<file path="config.mk">
export PLATFORM = sky130hd
export DESIGN_NAME = i2c_master_byte_engine_flat
export DESIGN_NICKNAME = d
export VERILOG_FILES = /design/src/design/i2cm_pkg.sv /design/src/design/i2cm_if.sv /design/src/design/i2c_master_byte_engine.sv /design/src/flat_wrapper.sv
export SDC_FILE = /design/constraint.sdc
export NUM_CORES = 1
export LEC_CHECK = 0
export BUFFER_PORTS_ARGS = -buffer_cell sky130_fd_sc_hd__buf_2
export CELL_PAD_IN_SITES_DETAIL_PLACEMENT = 0
export CELL_PAD_IN_SITES_GLOBAL_PLACEMENT = 1
export CORE_UTILIZATION = 50
export DETAILED_ROUTE_END_ITERATION = 12
export PLACE_DENSITY = 0.87
export SLEW_MARGIN = 20
export SYNTH_ARGS = -nofsm -noshare
export SYNTH_HDL_FRONTEND = slang
export SYNTH_SLANG_ARGS = --single-unit
</file>
<file path="constraint.sdc">
create_clock -name clk_i -period 6.6 [get_ports clk_i]
set_input_delay 0.99 -clock clk_i [delete_from_list [all_inputs] [get_ports clk_i]]
set_output_delay 0.99 -clock clk_i [all_outputs]
set_load 0.005 [all_outputs]
</file>
<file path="src/design/i2cm_pkg.sv">
// ----------------------------------------------------------------------------
// I2C master byte engine package
// Shared widths, command codes, status codes and register indexes.
// ----------------------------------------------------------------------------
package i2cm_pkg;

  localparam int unsigned CmdW      = 3;
  localparam int unsigned ByteW     = 8;
  localparam int unsigned StatusW   = 2;
  localparam int unsigned HalfW     = 10;
  localparam int unsigned StretchW  = 16;
  localparam int unsigned BitIdxW   = 4;
  localparam int unsigned CfgIdxW   = 2;
  localparam int unsigned CfgDataW  = 16;

  // command codes
  localparam logic [CmdW-1:0] CMD_NONE  = 3'd0;
  localparam logic [CmdW-1:0] CMD_START = 3'd1;
  localparam logic [CmdW-1:0] CMD_STOP  = 3'd2;
  localparam logic [CmdW-1:0] CMD_WRITE = 3'd3;
  localparam logic [CmdW-1:0] CMD_READ  = 3'd4;

  // status codes reported with done
  localparam logic [StatusW-1:0] STAT_OK      = 2'd0;
  localparam logic [StatusW-1:0] STAT_NACK    = 2'd1;
  localparam logic [StatusW-1:0] STAT_TIMEOUT = 2'd2;

  // configuration register indexes
  localparam logic [CfgIdxW-1:0] REG_HALF_PERIOD     = 2'd0;
  localparam logic [CfgIdxW-1:0] REG_STRETCH_TIMEOUT = 2'd1;

  localparam logic [HalfW-1:0]    HALF_PERIOD_RST     = 10'd5;
  localparam logic [StretchW-1:0] STRETCH_TIMEOUT_RST = 16'd1000;

  // last bit of a byte transfer is the ACK slot
  localparam logic [BitIdxW-1:0] ACK_BIT   = 4'd8;
  localparam logic [BitIdxW-1:0] LAST_BITS = 4'd9;

endpackage

</file>
<file path="src/design/i2cm_if.sv">
// ----------------------------------------------------------------------------
// I2C master byte engine channels
// Tick input channel, result channel and configuration write channel.
// ----------------------------------------------------------------------------
interface i2cm_in_if
  import i2cm_pkg::*;
();
  logic             valid;
  logic             ready;
  logic [CmdW-1:0]  cmd;
  logic [ByteW-1:0] data_byte;
  logic             send_ack;
  logic             scl_in;
  logic             sda_in;

  modport source (output valid, cmd, data_byte, send_ack, scl_in, sda_in, input ready);
  modport sink   (input valid, cmd, data_byte, send_ack, scl_in, sda_in, output ready);
endinterface

interface i2cm_out_if
  import i2cm_pkg::*;
();
  logic               valid;
  logic               ready;
  logic               scl_pull_low;
  logic               sda_pull_low;
  logic               busy_res;
  logic               done_res;
  logic [StatusW-1:0] status;
  logic [ByteW-1:0]   read_data;

  modport source (output valid, scl_pull_low, sda_pull_low, busy_res, done_res, status,
                  read_data, input ready);
  modport sink   (input valid, scl_pull_low, sda_pull_low, busy_res, done_res, status,
                  read_data, output ready);
endinterface

interface i2cm_cfg_if
  import i2cm_pkg::*;
();
  logic                valid;
  logic                ready;
  logic [CfgIdxW-1:0]  index;
  logic [CfgDataW-1:0] data;

  modport source (output valid, index, data, input ready);
  modport sink   (input valid, index, data, output ready);
endinterface

</file>
<file path="src/design/i2c_master_byte_engine.sv">
// ----------------------------------------------------------------------------
// I2C master byte engine
// Open-drain bit sequencer for START, STOP, byte write and byte read.
// ----------------------------------------------------------------------------
// Each input word is one timebase tick carrying the sampled SCL/SDA levels and
// an optional command; it advances the sequencer by one tick and yields exactly
// one result word with the line drives, busy, done, status and last read byte.
// The tick is folded into the state in the cycle it is accepted and its result
// appears in the output register on the next cycle, so a new word is taken
// every cycle while the output side keeps up (throughput one word per clock, each
// result held in the single result register).
module i2c_master_byte_engine
  import i2cm_pkg::*;
(
  input  logic clk_i,
  input  logic rst_ni,
  i2cm_cfg_if.sink   cfg_i,
  i2cm_in_if.sink    in_i,
  i2cm_out_if.source out_o
);

  typedef enum logic [12:0] {
    PH_IDLE  = 13'b0_0000_0000_0001,
    PH_ST_W  = 13'b0_0000_0000_0010,
    PH_ST_D1 = 13'b0_0000_0000_0100,
    PH_ST_D2 = 13'b0_0000_0000_1000,
    PH_ST_D3 = 13'b0_0000_0001_0000,
    PH_SP_D1 = 13'b0_0000_0010_0000,
    PH_SP_W  = 13'b0_0000_0100_0000,
    PH_SP_D2 = 13'b0_0000_1000_0000,
    PH_SP_D3 = 13'b0_0001_0000_0000,
    PH_BIT_L = 13'b0_0010_0000_0000,
    PH_BIT_W = 13'b0_0100_0000_0000,
    PH_BIT_H = 13'b0_1000_0000_0000,
    PH_BIT_E = 13'b1_0000_0000_0000
  } phase_e;

  // configuration
  logic [HalfW-1:0]    half_period_q;
  logic [StretchW-1:0] stretch_to_q;

  // sequencer state
  phase_e              phase_q, phase_d;
  logic                is_wr_q, is_wr_d;
  logic [BitIdxW-1:0]  bit_idx_q, bit_idx_d;
  logic [ByteW-1:0]    shift_q, shift_d;
  logic [HalfW-1:0]    half_cnt_q, half_cnt_d;
  logic [StretchW-1:0] stretch_cnt_q, stretch_cnt_d;
  logic                drv_scl_q, drv_scl_d;
  logic                drv_sda_q, drv_sda_d;
  logic                ack_mode_q, ack_mode_d;
  logic [ByteW-1:0]    last_rd_q, last_rd_d;

  // result register
  logic                out_valid_q;
  logic                out_done_q, done_d;
  logic [StatusW-1:0]  out_status_q, status_d;

  logic in_take;

  assign cfg_i.ready = 1'b1;
  assign in_i.ready  = !out_valid_q || out_o.ready;
  assign in_take     = in_i.valid && in_i.ready;

  always_ff @(posedge clk_i or negedge rst_ni) begin
    if (!rst_ni) begin
      half_period_q <= HALF_PERIOD_RST;
      stretch_to_q  <= STRETCH_TIMEOUT_RST;
    end else if (cfg_i.valid) begin
      case (cfg_i.index)
        REG_HALF_PERIOD:     half_period_q <= cfg_i.data[HalfW-1:0];
        REG_STRETCH_TIMEOUT: stretch_to_q  <= cfg_i.data[StretchW-1:0];
        default: ;
      endcase
    end
  end

  // SDA release for the bit about to start: data bit, ACK slot or sampled slot
  function automatic logic bit_release(input logic wr, input logic [BitIdxW-1:0] bi,
                                       input logic [ByteW-1:0] sr, input logic am);
    logic [2:0] pos;
    logic       rd_slot;
    pos     = 3'd7 - bi[2:0];
    rd_slot = wr ? (bi == ACK_BIT) : (bi < ACK_BIT);
    if (rd_slot) begin
      bit_release = 1'b1;
    end else if (wr) begin
      bit_release = sr[pos];
    end else begin
      bit_release = !am;
    end
  endfunction

  logic [HalfW-1:0]    half_inc;
  logic [HalfW-1:0]    half_lim;
  logic                dly_done;
  logic [StretchW-1:0] stretch_inc;
  logic                stretch_hit;
  logic [BitIdxW-1:0]  bit_inc;
  logic                rd_slot;

  assign half_inc    = half_cnt_q + HalfW'(1);
  assign half_lim    = (half_period_q == '0) ? HalfW'(1) : half_period_q;
  assign dly_done    = half_inc >= half_lim;
  assign stretch_inc = stretch_cnt_q + StretchW'(1);
  assign stretch_hit = stretch_inc >= stretch_to_q;
  assign bit_inc     = bit_idx_q + BitIdxW'(1);
  assign rd_slot     = is_wr_q ? (bit_idx_q == ACK_BIT) : (bit_idx_q < ACK_BIT);

  always_comb begin
    phase_d       = phase_q;
    is_wr_d       = is_wr_q;
    bit_idx_d     = bit_idx_q;
    shift_d       = shift_q;
    half_cnt_d    = half_cnt_q;
    stretch_cnt_d = stretch_cnt_q;
    drv_scl_d     = drv_scl_q;
    drv_sda_d     = drv_sda_q;
    ack_mode_d    = ack_mode_q;
    last_rd_d     = last_rd_q;
    done_d        = 1'b0;
    status_d      = STAT_OK;

    case (phase_q)
      PH_IDLE: begin
        half_cnt_d    = '0;
        stretch_cnt_d = '0;
        case (in_i.cmd)
          CMD_START: begin
            drv_scl_d = 1'b0;
            drv_sda_d = 1'b0;
            phase_d   = PH_ST_W;
          end
          CMD_STOP: begin
            drv_sda_d = 1'b1;
            phase_d   = PH_SP_D1;
          end
          CMD_WRITE, CMD_READ: begin
            is_wr_d    = (in_i.cmd == CMD_WRITE);
            bit_idx_d  = '0;
            shift_d    = is_wr_d ? in_i.data_byte : '0;
            ack_mode_d = is_wr_d ? 1'b0 : in_i.send_ack;
            drv_sda_d  = !bit_release(is_wr_d, '0, shift_d, ack_mode_d);
            phase_d    = PH_BIT_L;
          end
          default: ;
        endcase
      end
      PH_ST_W, PH_BIT_W: begin
        if (in_i.scl_in) begin
          stretch_cnt_d = '0;
          half_cnt_d    = '0;
          phase_d       = (phase_q == PH_ST_W) ? PH_ST_D1 : PH_BIT_H;
        end else if (stretch_hit) begin
          stretch_cnt_d = '0;
          half_cnt_d    = '0;
          phase_d       = PH_IDLE;
          done_d        = 1'b1;
          status_d      = STAT_TIMEOUT;
        end else begin
          stretch_cnt_d = stretch_inc;
        end
      end
      PH_SP_W: begin
        // stop carries on past a timeout
        if (in_i.scl_in || stretch_hit) begin
          stretch_cnt_d = '0;
          half_cnt_d    = '0;
          phase_d       = PH_SP_D2;
        end else begin
          stretch_cnt_d = stretch_inc;
        end
      end
      PH_ST_D1, PH_ST_D2, PH_ST_D3, PH_SP_D1, PH_SP_D2, PH_SP_D3, PH_BIT_L,
      PH_BIT_H, PH_BIT_E: begin
        if (!dly_done) begin
          half_cnt_d = half_inc;
        end else begin
          half_cnt_d    = '0;
          stretch_cnt_d = '0;
          case (phase_q)
            PH_ST_D1: begin
              drv_sda_d = 1'b1;
              phase_d   = PH_ST_D2;
            end
            PH_ST_D2: begin
              drv_scl_d = 1'b1;
              phase_d   = PH_ST_D3;
            end
            PH_SP_D1: begin
              drv_scl_d = 1'b0;
              phase_d   = PH_SP_W;
            end
            PH_SP_D2: begin
              drv_sda_d = 1'b0;
              phase_d   = PH_SP_D3;
            end
            PH_BIT_L: begin
              drv_scl_d = 1'b0;
              phase_d   = PH_BIT_W;
            end
            PH_BIT_H: begin
              if (rd_slot) begin
                if (is_wr_q) begin
                  ack_mode_d = in_i.sda_in;
                end else begin
                  shift_d = {shift_q[ByteW-2:0], in_i.sda_in};
                end
              end
              drv_scl_d = 1'b1;
              phase_d   = PH_BIT_E;
            end
            PH_BIT_E: begin
              bit_idx_d = bit_inc;
              if (bit_inc >= LAST_BITS) begin
                if (is_wr_q) begin
                  status_d = ack_mode_q ? STAT_NACK : STAT_OK;
                end else begin
                  last_rd_d = shift_q;
                end
                phase_d = PH_IDLE;
                done_d  = 1'b1;
              end else begin
                drv_sda_d = !bit_release(is_wr_q, bit_inc, shift_q, ack_mode_q);
                phase_d   = PH_BIT_L;
              end
            end
            default: begin
              // start and stop hold times end the command
              phase_d = PH_IDLE;
              done_d  = 1'b1;
            end
          endcase
        end
      end
      default: begin
        half_cnt_d    = '0;
        stretch_cnt_d = '0;
        phase_d       = PH_IDLE;
      end
    endcase
  end

  always_ff @(posedge clk_i or negedge rst_ni) begin
    if (!rst_ni) begin
      phase_q       <= PH_IDLE;
      is_wr_q       <= 1'b0;
      bit_idx_q     <= '0;
      shift_q       <= '0;
      half_cnt_q    <= '0;
      stretch_cnt_q <= '0;
      drv_scl_q     <= 1'b0;
      drv_sda_q     <= 1'b0;
      ack_mode_q    <= 1'b0;
      last_rd_q     <= '0;
      out_valid_q   <= 1'b0;
      out_done_q    <= 1'b0;
      out_status_q  <= STAT_OK;
    end else if (in_take) begin
      phase_q       <= phase_d;
      is_wr_q       <= is_wr_d;
      bit_idx_q     <= bit_idx_d;
      shift_q       <= shift_d;
      half_cnt_q    <= half_cnt_d;
      stretch_cnt_q <= stretch_cnt_d;
      drv_scl_q     <= drv_scl_d;
      drv_sda_q     <= drv_sda_d;
      ack_mode_q    <= ack_mode_d;
      last_rd_q     <= last_rd_d;
      out_valid_q   <= 1'b1;
      out_done_q    <= done_d;
      out_status_q  <= done_d ? status_d : STAT_OK;
    end else if (out_o.ready) begin
      out_valid_q <= 1'b0;
    end
  end

  // the live state is the result of the last word taken
  assign out_o.valid        = out_valid_q;
  assign out_o.scl_pull_low = drv_scl_q;
  assign out_o.sda_pull_low = drv_sda_q;
  assign out_o.busy_res     = (phase_q != PH_IDLE);
  assign out_o.done_res     = out_done_q;
  assign out_o.status       = out_status_q;
  assign out_o.read_data    = last_rd_q;

  // a finishing word never reports busy
  a_done_not_busy: assert property (@(posedge clk_i) disable iff (!rst_ni)
    out_valid_q && out_done_q |-> (phase_q == PH_IDLE))
    else $error("done reported while busy");

  // status is only non-zero alongside done
  a_status_with_done: assert property (@(posedge clk_i) disable iff (!rst_ni)
    (out_status_q != STAT_OK) |-> out_done_q)
    else $error("status without done");

  // a timeout always leaves SCL released
  a_timeout_scl_free: assert property (@(posedge clk_i) disable iff (!rst_ni)
    out_done_q && (out_status_q == STAT_TIMEOUT) |-> !drv_scl_q)
    else $error("timeout with SCL held low");

  // bit counter never runs past LAST_BITS, one beyond the ACK slot
  a_bit_idx_range: assert property (@(posedge clk_i) disable iff (!rst_ni)
    in_take |=> (bit_idx_q <= LAST_BITS))
    else $error("bit index out of range");

endmodule
</file>
<file path="src/flat_wrapper.sv">
// flat-port wrapper written by rule: the top's interface ports become plain ports
module i2c_master_byte_engine_flat import i2cm_pkg::*;
  (clk_i, rst_ni, cfg_i_valid, cfg_i_index, cfg_i_data, cfg_i_ready, in_i_valid, in_i_cmd, in_i_data_byte, in_i_send_ack, in_i_scl_in, in_i_sda_in, in_i_ready, out_o_valid, out_o_scl_pull_low, out_o_sda_pull_low, out_o_busy_res, out_o_done_res, out_o_status, out_o_read_data, out_o_ready);
  i2cm_cfg_if cfg_i_i ();
  i2cm_in_if in_i_i ();
  i2cm_out_if out_o_i ();
  input  logic clk_i;
  input  logic rst_ni;
  input wire logic [$bits(cfg_i_i.valid)-1:0] cfg_i_valid;
  input wire logic [$bits(cfg_i_i.index)-1:0] cfg_i_index;
  input wire logic [$bits(cfg_i_i.data)-1:0] cfg_i_data;
  output wire logic [$bits(cfg_i_i.ready)-1:0] cfg_i_ready;
  input wire logic [$bits(in_i_i.valid)-1:0] in_i_valid;
  input wire logic [$bits(in_i_i.cmd)-1:0] in_i_cmd;
  input wire logic [$bits(in_i_i.data_byte)-1:0] in_i_data_byte;
  input wire logic [$bits(in_i_i.send_ack)-1:0] in_i_send_ack;
  input wire logic [$bits(in_i_i.scl_in)-1:0] in_i_scl_in;
  input wire logic [$bits(in_i_i.sda_in)-1:0] in_i_sda_in;
  output wire logic [$bits(in_i_i.ready)-1:0] in_i_ready;
  output wire logic [$bits(out_o_i.valid)-1:0] out_o_valid;
  output wire logic [$bits(out_o_i.scl_pull_low)-1:0] out_o_scl_pull_low;
  output wire logic [$bits(out_o_i.sda_pull_low)-1:0] out_o_sda_pull_low;
  output wire logic [$bits(out_o_i.busy_res)-1:0] out_o_busy_res;
  output wire logic [$bits(out_o_i.done_res)-1:0] out_o_done_res;
  output wire logic [$bits(out_o_i.status)-1:0] out_o_status;
  output wire logic [$bits(out_o_i.read_data)-1:0] out_o_read_data;
  input wire logic [$bits(out_o_i.ready)-1:0] out_o_ready;
  assign cfg_i_i.valid = cfg_i_valid;
  assign cfg_i_i.index = cfg_i_index;
  assign cfg_i_i.data = cfg_i_data;
  assign cfg_i_ready = cfg_i_i.ready;
  assign in_i_i.valid = in_i_valid;
  assign in_i_i.cmd = in_i_cmd;
  assign in_i_i.data_byte = in_i_data_byte;
  assign in_i_i.send_ack = in_i_send_ack;
  assign in_i_i.scl_in = in_i_scl_in;
  assign in_i_i.sda_in = in_i_sda_in;
  assign in_i_ready = in_i_i.ready;
  assign out_o_valid = out_o_i.valid;
  assign out_o_scl_pull_low = out_o_i.scl_pull_low;
  assign out_o_sda_pull_low = out_o_i.sda_pull_low;
  assign out_o_busy_res = out_o_i.busy_res;
  assign out_o_done_res = out_o_i.done_res;
  assign out_o_status = out_o_i.status;
  assign out_o_read_data = out_o_i.read_data;
  assign out_o_i.ready = out_o_ready;
  i2c_master_byte_engine u_core (.clk_i(clk_i), .rst_ni(rst_ni), .cfg_i(cfg_i_i), .in_i(in_i_i), .out_o(out_o_i));
endmodule
</file>
-- Word-level counts from Yosys, hierarchy flattened
Cells that the tools add are included.
- equality and inequality tests: 35
- bitwise gates (word level): 1
- multiplexer cells: 77
- reduce and logical (&&, ||, !) cells: 29
- magnitude comparators: 6
- add/sub/neg operators: 4
- operator list (operator ; number):
    $pmux W13 S7 ; 1
    $mux W16 ; 4
    $mux W10 ; 6
    $mux W13 ; 4
    $pmux W13 S4 ; 1
    $mux W8 ; 6
    $pmux W16 S3 ; 1
    $pmux W13 S3 ; 1
    $pmux W10 S3 ; 1
    $mux W1 ; 29
    $add A16 B1 Y16 const B ; 1
    $ge A16 B16 Y1 ; 1
    $pmux W8 S2 ; 1
    $reduce_and A5 Y1 ; 3
    $mux W2 ; 7
    $reduce_and A7 Y1 ; 2
    $eq A13 B1 Y1 const B ; 1
    $eq A13 B10 Y1 const B ; 1
    $eq A13 B11 Y1 const B ; 1
    $eq A13 B12 Y1 const B ; 1
    $eq A13 B13 Y1 const B ; 1
    $eq A13 B2 Y1 const B ; 1
    $eq A13 B3 Y1 const B ; 1
    $eq A13 B4 Y1 const B ; 1
    44 further kinds ; 75
- word-level logic and storage cells: 167
- input bits: 37
- output and inout port bits: 17
- register bits: 93

-- Depth between registers and ports, before layout
Gate-level depths: netlist (run 1).
- word-level depth: 15
- mapped depth: 17
- gate-level depth less buffers: 15

-- Worst setup path after synthesis (run 1)
OpenSTA, ideal clock, no wires.
- path kind: flip-flop to flip-flop
- from: reg u_core.stretch_cnt_q[0]
- to: reg u_core.phase_q[3]
- arrival: 3.492 ns
- data required time: 6.505 ns
- setup time: 0.095 ns
- clock period less this slack: 3.587 ns
- path slack: 3.013 ns
- cell stages (with the launch flop): 17
- buffers on the path: 1
- path through: dfrtp_1 -> and3_1 -> and3_1 -> and3_1 -> clkbuf_1 -> nand3_1 -> nor2_1 -> xnor2_1 -> inv_1 -> ha_1 -> nand2_1 -> nor3_1 -> nand2_1 -> o2111ai_1 -> o211ai_2 -> or4_1 -> o31ai_1
- longest elaborated chain between the ends: 5
- RTL lines (element ; line ; source):
    start, declared ; i2c_master_byte_engine.sv:48 ; logic [StretchW-1:0] stretch_cnt_q, stretch_cnt_d;
    start signal, assigned ; i2c_master_byte_engine.sv:265 ; stretch_cnt_q <= stretch_cnt_d;
    $add A16 B1 Y16 (*) ; i2c_master_byte_engine.sv:105 ; assign stretch_inc = stretch_cnt_q + StretchW'(1);
    $ge A16 B16 Y1 (*) ; i2c_master_byte_engine.sv:106 ; assign stretch_hit = stretch_inc >= stretch_to_q;
    $logic_or A1 B1 Y1 ; i2c_master_byte_engine.sv:166 ; if (in_i.scl_in || stretch_hit) begin
    $ne A2 B1 Y1 (no line) ; -- ;
    $reduce_and A5 Y1 (no line) (*) ; -- ;
    end signal, assigned ; i2c_master_byte_engine.sv:260 ; phase_q <= phase_d;
    end, declared ; i2c_master_byte_engine.sv:43 ; phase_e phase_q, phase_d;
Mark *: on every way between the ends. The rest lies on a longest branch, timed or not.
A chain may end at the register's enable or synchronous reset.

-- Worst setup path in the final report (run 1)
- from: reg u_core.stretch_cnt_q[0]
- to: reg u_core.phase_q[5]
Same word-level chain as after synthesis.

==> results.cfg, run 1 <==
[outcome]
run_status = completed

[global_routing]
overflow = 0
grt_use_total_pct = 22.8
grt_max_degree = 76
grt_antenna_before_repair = 0
grt_pass1_vias = 4379
grt_pass1_wl_um = 21000

[drt]
firstDrtPassIters = 4
wl_per_cell_um = 16.2
dr.first_iter.drc_count = 212
routed_wirelength_um = 12600
ant_nets = 0
vias = 4478
vias_per_cell = 5.75
drt_drc_violations_left = 0

[place]
place_congestion = 0.931
hpwl_um = 9140
buffer_ports.inserted = 52
dp.cells = 763
place_ws_ns = 2.80

[job]
cap_violations = 0

[synthesis]
syn_nets = 660
synth_cell_types = 71
synthCells = 593
syn_area_sq_mm = 0.00574
yosys_most_used_dff = dfrtp_1
synthArstFlopShare_pct = 100
ys_seq_elements = 93
synth-seq-area-share_pct = 40.7
syn_avg_cell_area_sq_um = 9.68
synth-warning-count = 0
synth-edff-count = 0

[cts]
h-tree-depth = 3
cts_tree = built
numCtsBuffers = 9
cts_hold_buf = 0
cts_root_buffer = clkbuf_16
postCtsSetupRepairBufs = 0
clock-sinks = 93
clk_path_buf_depth = 2
worstSkewPairLatency_ns = 0.35
clk_pin_slew_worst_paths_ns = 0.06
post_cts_resized = 0

[power]
vdd_drop_max_v = 0.000174
p_leak_uw = 0.00310
p_per_area_mw_per_mm2 = 308

[min_path]
min_to = u_core.out_o.status[1]$_DFFE_PN0P_
worstHoldStart = u_core.out_o.status[1]$_DFFE_PN0P_
hold_path_depth = 2
hold_path.class = register to register

[floorplan]
die_w_um = 109
fp.dieH_um = 109
fp.coreArea_sq_mm = 0.0110
dieArea_sq_mm = 0.0119
rows = 38
initial_core_util_pct = 52.0
boundaryPins = 54

[final_layout]
synthToLayoutAreaGrowth_pct = 10.7
regArea_sq_mm = 0.00234
nets = 701
diodes = 0
n_fill_cell = 954
drive_gt1_share_pct = 21.9
stdcell_count = 779
multiInputGateArea_sq_mm = 0.00309

[setup_path]
worstSetupStartpoint = u_core.stretch_cnt_q[0]$_DFFE_PN0P_
cpLargestDelayFamily = simple AND/OR/NAND/NOR gates
start_kind = register
r2r_cells = 16
critPathMaxFanout = 19
crit_required_ns = 6.83
crit_top_cell = and3_1
cp_data_arrival_time_ns = 4.11
timing.rr.start = u_core.stretch_cnt_q[0]$_DFFE_PN0P_
crit_slowest_cell = dfrtp_1
slowest_delay_ns = 0.42
crit_type = register to register
cp_cell_sequence = and3_1, and3_1, and3_1, nand3_1, nor2_1, xnor2_1, inv_1, ha_1, a211oi_1, o211ai_1, a221oi_1, o2111ai_1, buf_4, o211ai_2, nor2_4, mux2_2
worst-path-buf-inv = 2
crit_path_end_kind = register
worst_r2r_endpoint = u_core.phase_q[5]$_DFFE_PN0P_
worst-r2r-setup-slack_ns = 2.73

[sta]
finalHoldViolCount = 0
final_max_slew_viol_count = 0
finalClockSkew_ns = 0.00575
finalSetupViolCount = 0
worst_slew_pin_slew_ns = 0.969
layout_setup_ws_ns = 2.73
post-route-min-period_ns = 3.87
fmax_ghz = 0.258
rsz0062_at_grt = no
fin_crit_sh_pct = 58.7
fin_setup_tns_ns = 0
maxSlewHeadroom_pct = 35.4
## worst reg2reg max path, stage by stage, from the launching register on
cell,delay [ns]
dfrtp_1,0.42
and3_1,0.20
and3_1,0.18
and3_1,0.27
nand3_1,0.20
nor2_1,0.18
xnor2_1,0.16
inv_1,0.07
ha_1,0.31
a211oi_1,0.23
o211ai_1,0.15
a221oi_1,0.35
o2111ai_1,0.17
buf_4,0.23
o211ai_2,0.20
nor2_4,0.14
mux2_2,0.30
## cell type report
type / instances / area share (%)
clock buffer: 14 / 4.16
inverter: 48 / 2.84
multi-input combinational: 425 / 48.6
timing repair buffer: 57 / 4.73
clock inverter: 2 / 0.158
tap: 140 / 2.76
sequential: 93 / 36.8
## cells in the mapped netlist, types with 2 or more instances
cell      number  share of area (%)
dfrtp_1       84                 37
nand2_1       53                3.5
o21ai_0       51                4.4
inv_1         48                3.1
mux2_2        34                6.7
nand3_1       31                2.7
ha_1          30                6.5
nor2_1        23                1.5
nand2b_1      17                1.9
xnor2_1       17                2.6
a21oi_1       15                1.3
clkbuf_1      13               0.85
nor3_1        13                1.1
and3_1        12                1.3
o31ai_1       12                1.6
nand4_1       11                1.2
nor4_1        10                1.1
xor2_1        10                1.5
dfstp_2        9                4.1
buf_2          8               0.70
mux2_4         8                2.1
a22o_1         6               0.92
mux2i_1        6                1.0
or3_1          4               0.44
a211oi_1       3               0.39
a31oi_1        3               0.33
a41o_1         3               0.52
buf_6          3               0.59
nor2b_1        3               0.33
o211ai_1       3               0.39
a21o_1         2               0.26
clkbuf_2       2               0.17
mux4_2         2               0.78
nand3b_1       2               0.26
nor4b_1        2               0.31
o211ai_2       2               0.44
o22ai_1        2               0.22
o41ai_1        2               0.31
or4_1          2               0.26
## per-stage QoR
step | power (uW) | hold slack [ns] | cell area [sq um] | utilization, %
finish | 1960 | 0.475 | 6350 | 57.6
global route | 2080 | 0.516 | 6350 | 57.6
CTS | 1960 | 0.479 | 6350 | 57.6
detailed placement | 1470 | 0.464 | 6070 | 55.1
global placement | 1450 | 0.448 | 6070 | 55.1
floorplan | 1300 | 0.463 | 5740 | -
## layer usage
layer | global-route usage [%] | up-vias | wire [um]
met2 | 35.8 | 112 | 5860
met5 | 0 | - | 0
met3 | 3.71 | 17 | 469
met1 | 31.0 | 2145 | 6030
met4 | 9.75 | 0 | 270
li1 | - | 2204 | -
## cell usage in the layout (no fill, tap or decap), drive strengths merged, types with 5 or more instances in the layout
| cell type | n |
|---|---|
| nand4 | 11 |
| dfstp | 9 |
| xnor2 | 17 |
| o211ai | 5 |
| inv | 48 |
| nor3 | 15 |
| a22o | 6 |
| ha | 30 |
| or3 | 5 |
| mux2i | 6 |
| mux2 | 42 |
| o31ai | 12 |
| nand2 | 53 |
| xor2 | 10 |
| nor4 | 12 |
| buf | 57 |
| clkbuf | 14 |
| a21oi | 15 |
| dfrtp | 84 |
| o21ai | 52 |
| nand2b | 17 |
| nand3 | 31 |
| nor2 | 24 |
| and3 | 12 |
## worst max-delay path by stage
stage / cells after the start / slack (ns) / to
3_3_place_gp: 16 / 2.93 / u_core.phase_q[7]$_DFFE_PN0P_
2_1_floorplan: 16 / 3.01 / u_core.phase_q[3]$_DFFE_PN0P_
4_1_cts: 16 / 2.77 / u_core.phase_q[5]$_DFFE_PN0P_
3_5_place_dp: 16 / 2.80 / u_core.phase_q[5]$_DFFE_PN0P_
5_1_grt: 16 / 2.33 / u_core.phase_q[7]$_DFFE_PN0P_
6_report: 16 / 2.73 / u_core.phase_q[5]$_DFFE_PN0P_
## cell families after synthesis
| logic type | Yosys count | share of synthesized area, % |
|---|---|---|
| fa+ha+maj | 30 | 6.54 |
| compound gates | 119 | 13.8 |
| mux | 50 | 10.6 |
| other cells | 1 | 0.0653 |
| simple gates | 198 | 18.6 |
| flops | 93 | 40.7 |
| xor+xnor | 27 | 4.12 |
| buf+inv | 75 | 5.58 |
## power breakdown
part	internal, uW	total (uW)	leakage [uW]	switching [uW]
Clock	275	491	0.000137	216
Sequential	665	769	0.00122	104
Combinational	302	696	0.00174	394
## sequential cells by signal, indices dropped and copies added, names as in the netlist
name / count
u_core.out_o.read_data: 8
u_core.out_o.valid: 1
u_core.out_o.status: 2
u_core.half_cnt_q: 10
u_core.half_period_q: 10
u_core.stretch_to_q: 16
u_core.out_o.sda_pull_low: 1
u_core.bit_idx_q: 4
u_core.ack_mode_q: 1
u_core.out_o.scl_pull_low: 1
u_core.out_o.done_res: 1
u_core.is_wr_q: 1
u_core.phase_q: 13
u_core.shift_q: 8
u_core.stretch_cnt_q: 16
Note: power is estimated with default switching activity, not from simulation.
==> run 2, diff against run 1 <==
--- a/config.mk
+++ b/config.mk
@@ -5,12 +5,13 @@
 export SDC_FILE = /design/constraint.sdc
 export NUM_CORES = 1
 export LEC_CHECK = 0
+export ABC_AREA = 1
 export BUFFER_PORTS_ARGS = -buffer_cell sky130_fd_sc_hd__buf_2
 export CELL_PAD_IN_SITES_DETAIL_PLACEMENT = 0
 export CELL_PAD_IN_SITES_GLOBAL_PLACEMENT = 1
-export CORE_UTILIZATION = 50
+export CORE_UTILIZATION = 44
 export DETAILED_ROUTE_END_ITERATION = 12
-export PLACE_DENSITY = 0.87
+export PLACE_DENSITY = 0.82
 export SLEW_MARGIN = 20
 export SYNTH_ARGS = -nofsm -noshare
 export SYNTH_HDL_FRONTEND = slang
==> constraint.sdc (replaced) <==
create_clock -name clk_i -period 3.6 [get_ports clk_i]
set_input_delay 0.54 -clock clk_i [delete_from_list [all_inputs] [get_ports clk_i]]
set_output_delay 0.54 -clock clk_i [all_outputs]
set_load 0.005 [all_outputs]
==> run 2 against run 1 <==
  * Worst hold slack got worse by 0.19 ns
  * Maximum frequency rose by 17%
  * Combinational power rose to 3.1 times the previous value
  * Non-clock buffer count rose by 2
  * Final cell count rose by 34%
  * Total power rose by 130%
  * Sequential cell count did not move
  * Clock skew rose by 0.0028 ns
  * Via count rose by 15%
  * Critical path type unchanged
==> results.cfg, run 2 <==
[cts]
cts_tree = built
cts_root_buffer = clkbuf_16
clock-sinks = 93
numCtsBuffers = 9
clk_path_buf_depth = 2
h-tree-depth = 3
clk_pin_slew_worst_paths_ns = 0.06
worstSkewPairLatency_ns = 0.35

[global_routing]
grt-busiest-layer = met2
grt_pass1_vias = 4920
grt_antenna_before_repair = 0
met2_usage_pct = 33.3
grt_max_degree = 67
groute.layer.met3.usage_pct = 2.85
met1_usage_pct = 26.2
grt_use_total_pct = 20.0
overflow = 0
grt_pass1_wl_um = 22600

[sta]
worst_slew_pin_slew_ns = 0.830
finalHoldViolCount = 0
hold_slack_ns = 0.289
fmax_ghz = 0.302
finalSetupViolCount = 0
fin_setup_tns_ns = 0
finalClockSkew_ns = 0.00851
final_max_slew_viol_count = 0
rsz0062_at_grt = no
maxSlewHeadroom_pct = 44.7
fin_crit_sh_pct = 92.1
post-route-min-period_ns = 3.32

[synthesis]
synthArstFlopShare_pct = 100
synth_cell_types = 39
synthCells = 813
synth.top_cell.area_share_pct = 35.1
syn_avg_cell_area_sq_um = 7.36
ys_seq_elements = 93
synth_most_common_cell = nand2_1
yosysTopAreaCell = dfrtp_1
synth-edff-count = 0
yosys_most_used_dff = dfrtp_1
synth-seq-area-share_pct = 39.1
synth-warning-count = 0
synthTopCellsByArea = dfrtp_1 35%, nand2_1 15%, inv_1 7.3%, ha_1 6.3%, nand3_1 4.8%
ys_top_cells_by_count = 242 x nand2_1, 117 x inv_1, 84 x dfrtp_1
syn_area_sq_mm = 0.00598
syn_nets = 880

[job]
cap_violations = 0

[power]
vdd_drop_max_v = 0.000250
p_seq_share_pct = 29.8
p_total_uw = 4490
p_sw_share_pct = 44.5
power_frac_comb_pct = 47.4
clkPwrFrac_pct = 22.8
p_leak_uw = 0.00366
p_per_area_mw_per_mm2 = 667
intPower_uw = 2490
power_switching_uw = 2000

[drt]
vias = 5157
ant_nets = 0
drt_drc_violations_left = 0
wl_per_cell_um = 12.5
vias_per_cell = 4.93
routed_wirelength_um = 13100
dr.first_iter.drc_count = 328
firstDrtPassIters = 5

[final_layout]
largestRegisters = u_core.stretch_cnt_q: 16 flops, u_core.stretch_to_q: 16 flops, u_core.phase_q: 13 flops
nets = 931
n_fill_cell = 1322
drive_gt1_share_pct = 14.6
diodes = 0
final_cell_mix = 242 x nand2_1, 117 x inv_1, 84 x dfrtp_1
final_common_cell = nand2_1
synthToLayoutAreaGrowth_pct = 12.5

[setup_path]
crit_required_ns = 3.83
crit_path_end_kind = register
start_kind = register
critPathMaxFanout = 15
crit_type = register to register
cp_data_arrival_time_ns = 3.55

[floorplan]
initial_core_util_pct = 45.2
boundaryPins = 54
dieArea_sq_mm = 0.0141
die_w_um = 119
rows = 42
fp.dieH_um = 119
fp.coreArea_sq_mm = 0.0132

[place]
hpwl_um = 9840
place_congestion = 0.855
buffer_ports.inserted = 52

[min_path]
hold_path.class = primary input to asynchronous set/reset pin

[outcome]
run_status = completed
[run 2: changes by cell type in the layout (fill, tap and decap cells not counted), sizes merged, moves of 7 or more]
cell	change
nand2	+207
inv	+72
nor2	+49
mux2	-42
nand3	+31
o21ai	+18
nand2b	-17
xnor2	-16
a21oi	+12
and3	-11
o31ai	-11
nor4	-10
xor2	+8
nor3	-7
[run 2: layout make-up]
cell class / instances / area [sq um] / area share (%)
multi-input combinational: 581 / 3070 / 45.6
sequential: 93 / 2340 / 34.7
inverter: 120 / 450 / 6.69
timing repair buffer: 59 / 335 / 4.98
clock buffer: 11 / 233 / 3.46
tap: 176 / 220 / 3.27
clock inverter: 5 / 83.8 / 1.25
[run 2: critical path: stages (launching register included)]
cell and delay [ns]:
dfrtp_1 0.39, inv_1 0.07, nor2_1 0.17, nand2_1 0.07, nor2_1 0.16, nand3_1 0.13, and3b_1 0.24, xor2_1 0.24
ha_1 0.30, a21oi_1 0.15, o21a_1 0.13, o21ai_0 0.09, nor2_2 0.37, nand2_2 0.15, nand2_4 0.19, nor2_4 0.05
buf_12 0.14, nand2_1 0.05, o21ai_0 0.07
[run 2: cells by family (layout without fill, tap and decap cells)]
kind of cell / after synthesis / count (layout) / share of synthesized area (%)
buf+inv: 139 / 195 / 9.75
compound gates: 103 / 103 / 8.93
simple gates: 428 / 428 / 33.1
flops: 93 / 93 / 39.1
other cells: 1 / 1 / 0.0627
fa+ha+maj: 30 / 30 / 6.28
xor+xnor: 19 / 19 / 2.78
[run 2: timing repair]
action                     in CTS  in global routing
hold buffers                    0                  0
gates resized for setup         0                  3
setup endpoints to repair       0                 36
setup buffers                   0                  1
[run 2: worst paths after layout]
check | startpoint | to | slack (ns) | cells past startpoint
max | u_core.half_cnt_q[0]$_DFFE_PN0P_ | u_core.stretch_cnt_q[8]$_DFFE_PN0P_ | 0.28 | 18
min | rst_ni | u_core.phase_q[8]$_DFFE_PN0P_ | 0.29 | 1
max reg2reg | u_core.half_cnt_q[0]$_DFFE_PN0P_ | u_core.stretch_cnt_q[8]$_DFFE_PN0P_ | 0.28 | 18
min reg2reg | u_core.stretch_to_q[7]$_DFFE_PN1P_ | u_core.stretch_to_q[7]$_DFFE_PN1P_ | 0.49 | 2
max in group asynchronous | rst_ni | u_core.stretch_cnt_q[13]$_DFFE_PN0P_ | 2.55 | 2
min in group clk_i | cfg_i_data[8] | u_core.stretch_to_q[8]$_DFFE_PN1P_ | 0.43 | 3
[run 2: power groups by stage]
stage,sequential [uW],combinational [uW],clock (uW)
after floorplan,1310,1790,0
after global routing,1360,2400,1090
after CTS,1340,2130,1050
final,1340,2130,1020
after detailed placement,1360,2120,0
after global placement,1350,2110,0
[run 2: per-layer routing]
metal / wire length [um] / part of all wire (%)
met1: 6470 / 49
met2: 6080 / 46
met3: 342 / 2.6
met4: 191 / 1.5
met5: 0 / 0
[run 2: stage by stage]
step	area (sq um)	util [%]	setup slack [ns]	cells
global route	6730	50.8	0.00175	1045
floorplan	5980	-	0.778	813
global placement	6370	48.1	0.248	1027
detailed placement	6370	48.1	0.183	1027
finish	6730	50.8	0.284	1045
CTS	6690	50.5	0.164	1043
==> run 3, diff against run 2 <==
==> constraint.sdc (replaced) <==
create_clock -name clk_i -period 3.09 [get_ports clk_i]
set_input_delay 0.4635 -clock clk_i [delete_from_list [all_inputs] [get_ports clk_i]]
set_output_delay 0.4635 -clock clk_i [all_outputs]
set_load 0.005 [all_outputs]
==> run 3 against run 2 <==
  * Via count up 3.0%
  * Maximum frequency increased by 9.1%
  * Clock power rose by 14%
  * Critical path depth up 3
  * Sequential power rose by 16%
  * Count of clock-buffer cells in the layout fell by 2
  * Final area increased by 5.4%
  * Critical path type unchanged
  * Highest routed layer unchanged
==> results.cfg, run 3 (synthesis results as in run 2) <==
[setup_path]
crit_required_ns = 3.37
critPathMaxFanout = 6
start_kind = register
cp_data_arrival_time_ns = 3.32
crit_top_cell = nand2_2
slowest_delay_ns = 0.38
cp_cell_sequence = ha_2, nand2_2, inv_2, nand2_2, inv_2, nand4_1, nor2_2, nand3_2, nor2_4, xor2_2, ha_1, nand2_1, nor2_2, a21oi_2, nand2_4, nor2_4, nand2_2, nand3_4, clkbuf_16, nand2_1, o21ai_1
crit_slowest_cell = dfrtp_1
crit_path_end_kind = register
crit_type = register to register

[cts]
h-tree-depth = 3
clk_pin_slew_worst_paths_ns = 0.07
cts_tree = built
clk_path_buf_depth = 2
cts_hold_buf = 0
clock-sinks = 93
cts_root_buffer = clkbuf_16
worstSkewPairLatency_ns = 0.36
numCtsBuffers = 9

[power]
p_total_uw = 5530
p_leak_uw = 0.00379
p_per_area_mw_per_mm2 = 780
vdd_drop_max_v = 0.000425

[drt]
drt_drc_violations_left = 0
dr.first_iter.drc_count = 254
vias_per_cell = 4.99
wl_per_cell_um = 13.1
routed_wirelength_um = 13900
vias = 5314
ant_nets = 0
firstDrtPassIters = 5

[outcome]
run_status = completed

[final_layout]
nets = 951
largestRegisters = u_core.stretch_cnt_q: 16 flops, u_core.stretch_to_q: 16 flops, u_core.phase_q: 13 flops
design_area_sq_mm = 0.00709
synthToLayoutAreaGrowth_pct = 18.6
final_common_cell = nand2_1
n_fill_cell = 1320
drive_gt1_share_pct = 20.7
final_cell_mix = 233 x nand2_1, 113 x inv_1, 84 x dfrtp_1
diodes = 0

[global_routing]
grt_pass1_vias = 4890
grt_antenna_before_repair = 0
overflow = 0
grt_pass1_wl_um = 22900
grt_max_degree = 49
grt_use_total_pct = 20.2

[place]
hpwl_um = 10200
place_area_sq_mm = 0.00651
buffer_ports.inserted = 52
place_congestion = 0.845

[sta]
post-route-min-period_ns = 3.04
fin_crit_sh_pct = 98.3
finalClockSkew_ns = 0.00963
final_max_slew_viol_count = 0
rsz0062_at_grt = yes
worst_slew_pin_slew_ns = 1.01
maxSlewHeadroom_pct = 32.2
finalSetupViolCount = 0
fmax_ghz = 0.329
fin_setup_tns_ns = 0
finalHoldViolCount = 0

[floorplan]
die_w_um = 119
dieArea_sq_mm = 0.0141
initial_core_util_pct = 45.2
boundaryPins = 54
fp.dieH_um = 119
rows = 42
fp.coreArea_sq_mm = 0.0132

[min_path]
hold_path.class = primary input to asynchronous set/reset pin

[job]
cap_violations = 0
[run 3: per-layer routing]
layer / routed length, um / vias up / global-route usage [%] / share of wire, %
met4: 166 / 0 / 6.65 / 1.2
met5: 0 / - / 0 / 0
met3: 432 / 13 / 2.90 / 3.1
met1: 6750 / 2486 / 27.3 / 48
li1: - / 2720 / - / -
met2: 6580 / 95 / 33.1 / 47
[run 3: path summary, 6_finish.rpt]
path,slack (ns),startpoint,endpoint,depth (start not counted)
min reg2reg,0.47,u_core.phase_q[0]$_DFFE_PN1P_,u_core.phase_q[0]$_DFFE_PN1P_,2
max reg2reg,0.05,u_core.stretch_cnt_q[1]$_DFFE_PN0P_,u_core.phase_q[11]$_DFFE_PN0P_,21
min,0.13,rst_ni,u_core.phase_q[11]$_DFFE_PN0P_,1
max in group asynchronous,2.16,rst_ni,u_core.half_period_q[2]$_DFFE_PN1P_,2
min in group clk_i,0.34,cfg_i_data[9],u_core.stretch_to_q[9]$_DFFE_PN1P_,3
max,0.05,u_core.stretch_cnt_q[1]$_DFFE_PN0P_,u_core.phase_q[11]$_DFFE_PN0P_,21
[run 3: critical path: cells and delay by family (launching register included)]
| family | cells | cell delay [ns] |
|---|---|---|
| simple gates | 13 | 1.36 |
| fa+ha+maj | 2 | 0.46 |
| flops | 1 | 0.38 |
| buf+inv | 3 | 0.27 |
| compound gates | 2 | 0.27 |
| xor+xnor | 1 | 0.20 |
[run 3: area by class of cell]
type,instances,area (sq um),area share (%)
clock inverter,7,80.1,1.13
sequential,93,2340,33.0
timing repair buffer,79,562,7.92
inverter,120,450,6.35
clock buffer,9,225,3.18
multi-input combinational,581,3210,45.3
tap,176,220,3.11
[run 3: power by group]
group	internal, uW	switching [uW]
combinational	986	1820
clock	638	526
sequential	1400	155
total	3030	2510
[run 3: what timing repair did]
item / in CTS / in global routing
cloned: 0 / 3
resized for setup: 6 / 48
setup buffers: 1 / 4
pin swaps: 2 / 17
setup endpoints to repair: 38 / 63
[run 3: stage by stage]
stage | hold slack, ns | cells | util [%] | setup slack (ns)
after global placement | 0.459 | 1042 | 49.1 | -0.0948
after global routing | 0.177 | 1065 | 53.5 | -0.133
final | 0.128 | 1065 | 53.5 | 0.0515
after detailed placement | 0.468 | 1042 | 49.1 | -0.142
after floorplan | 0.168 | 813 | - | 0.268
after CTS | 0.148 | 1059 | 51.7 | 0.0109
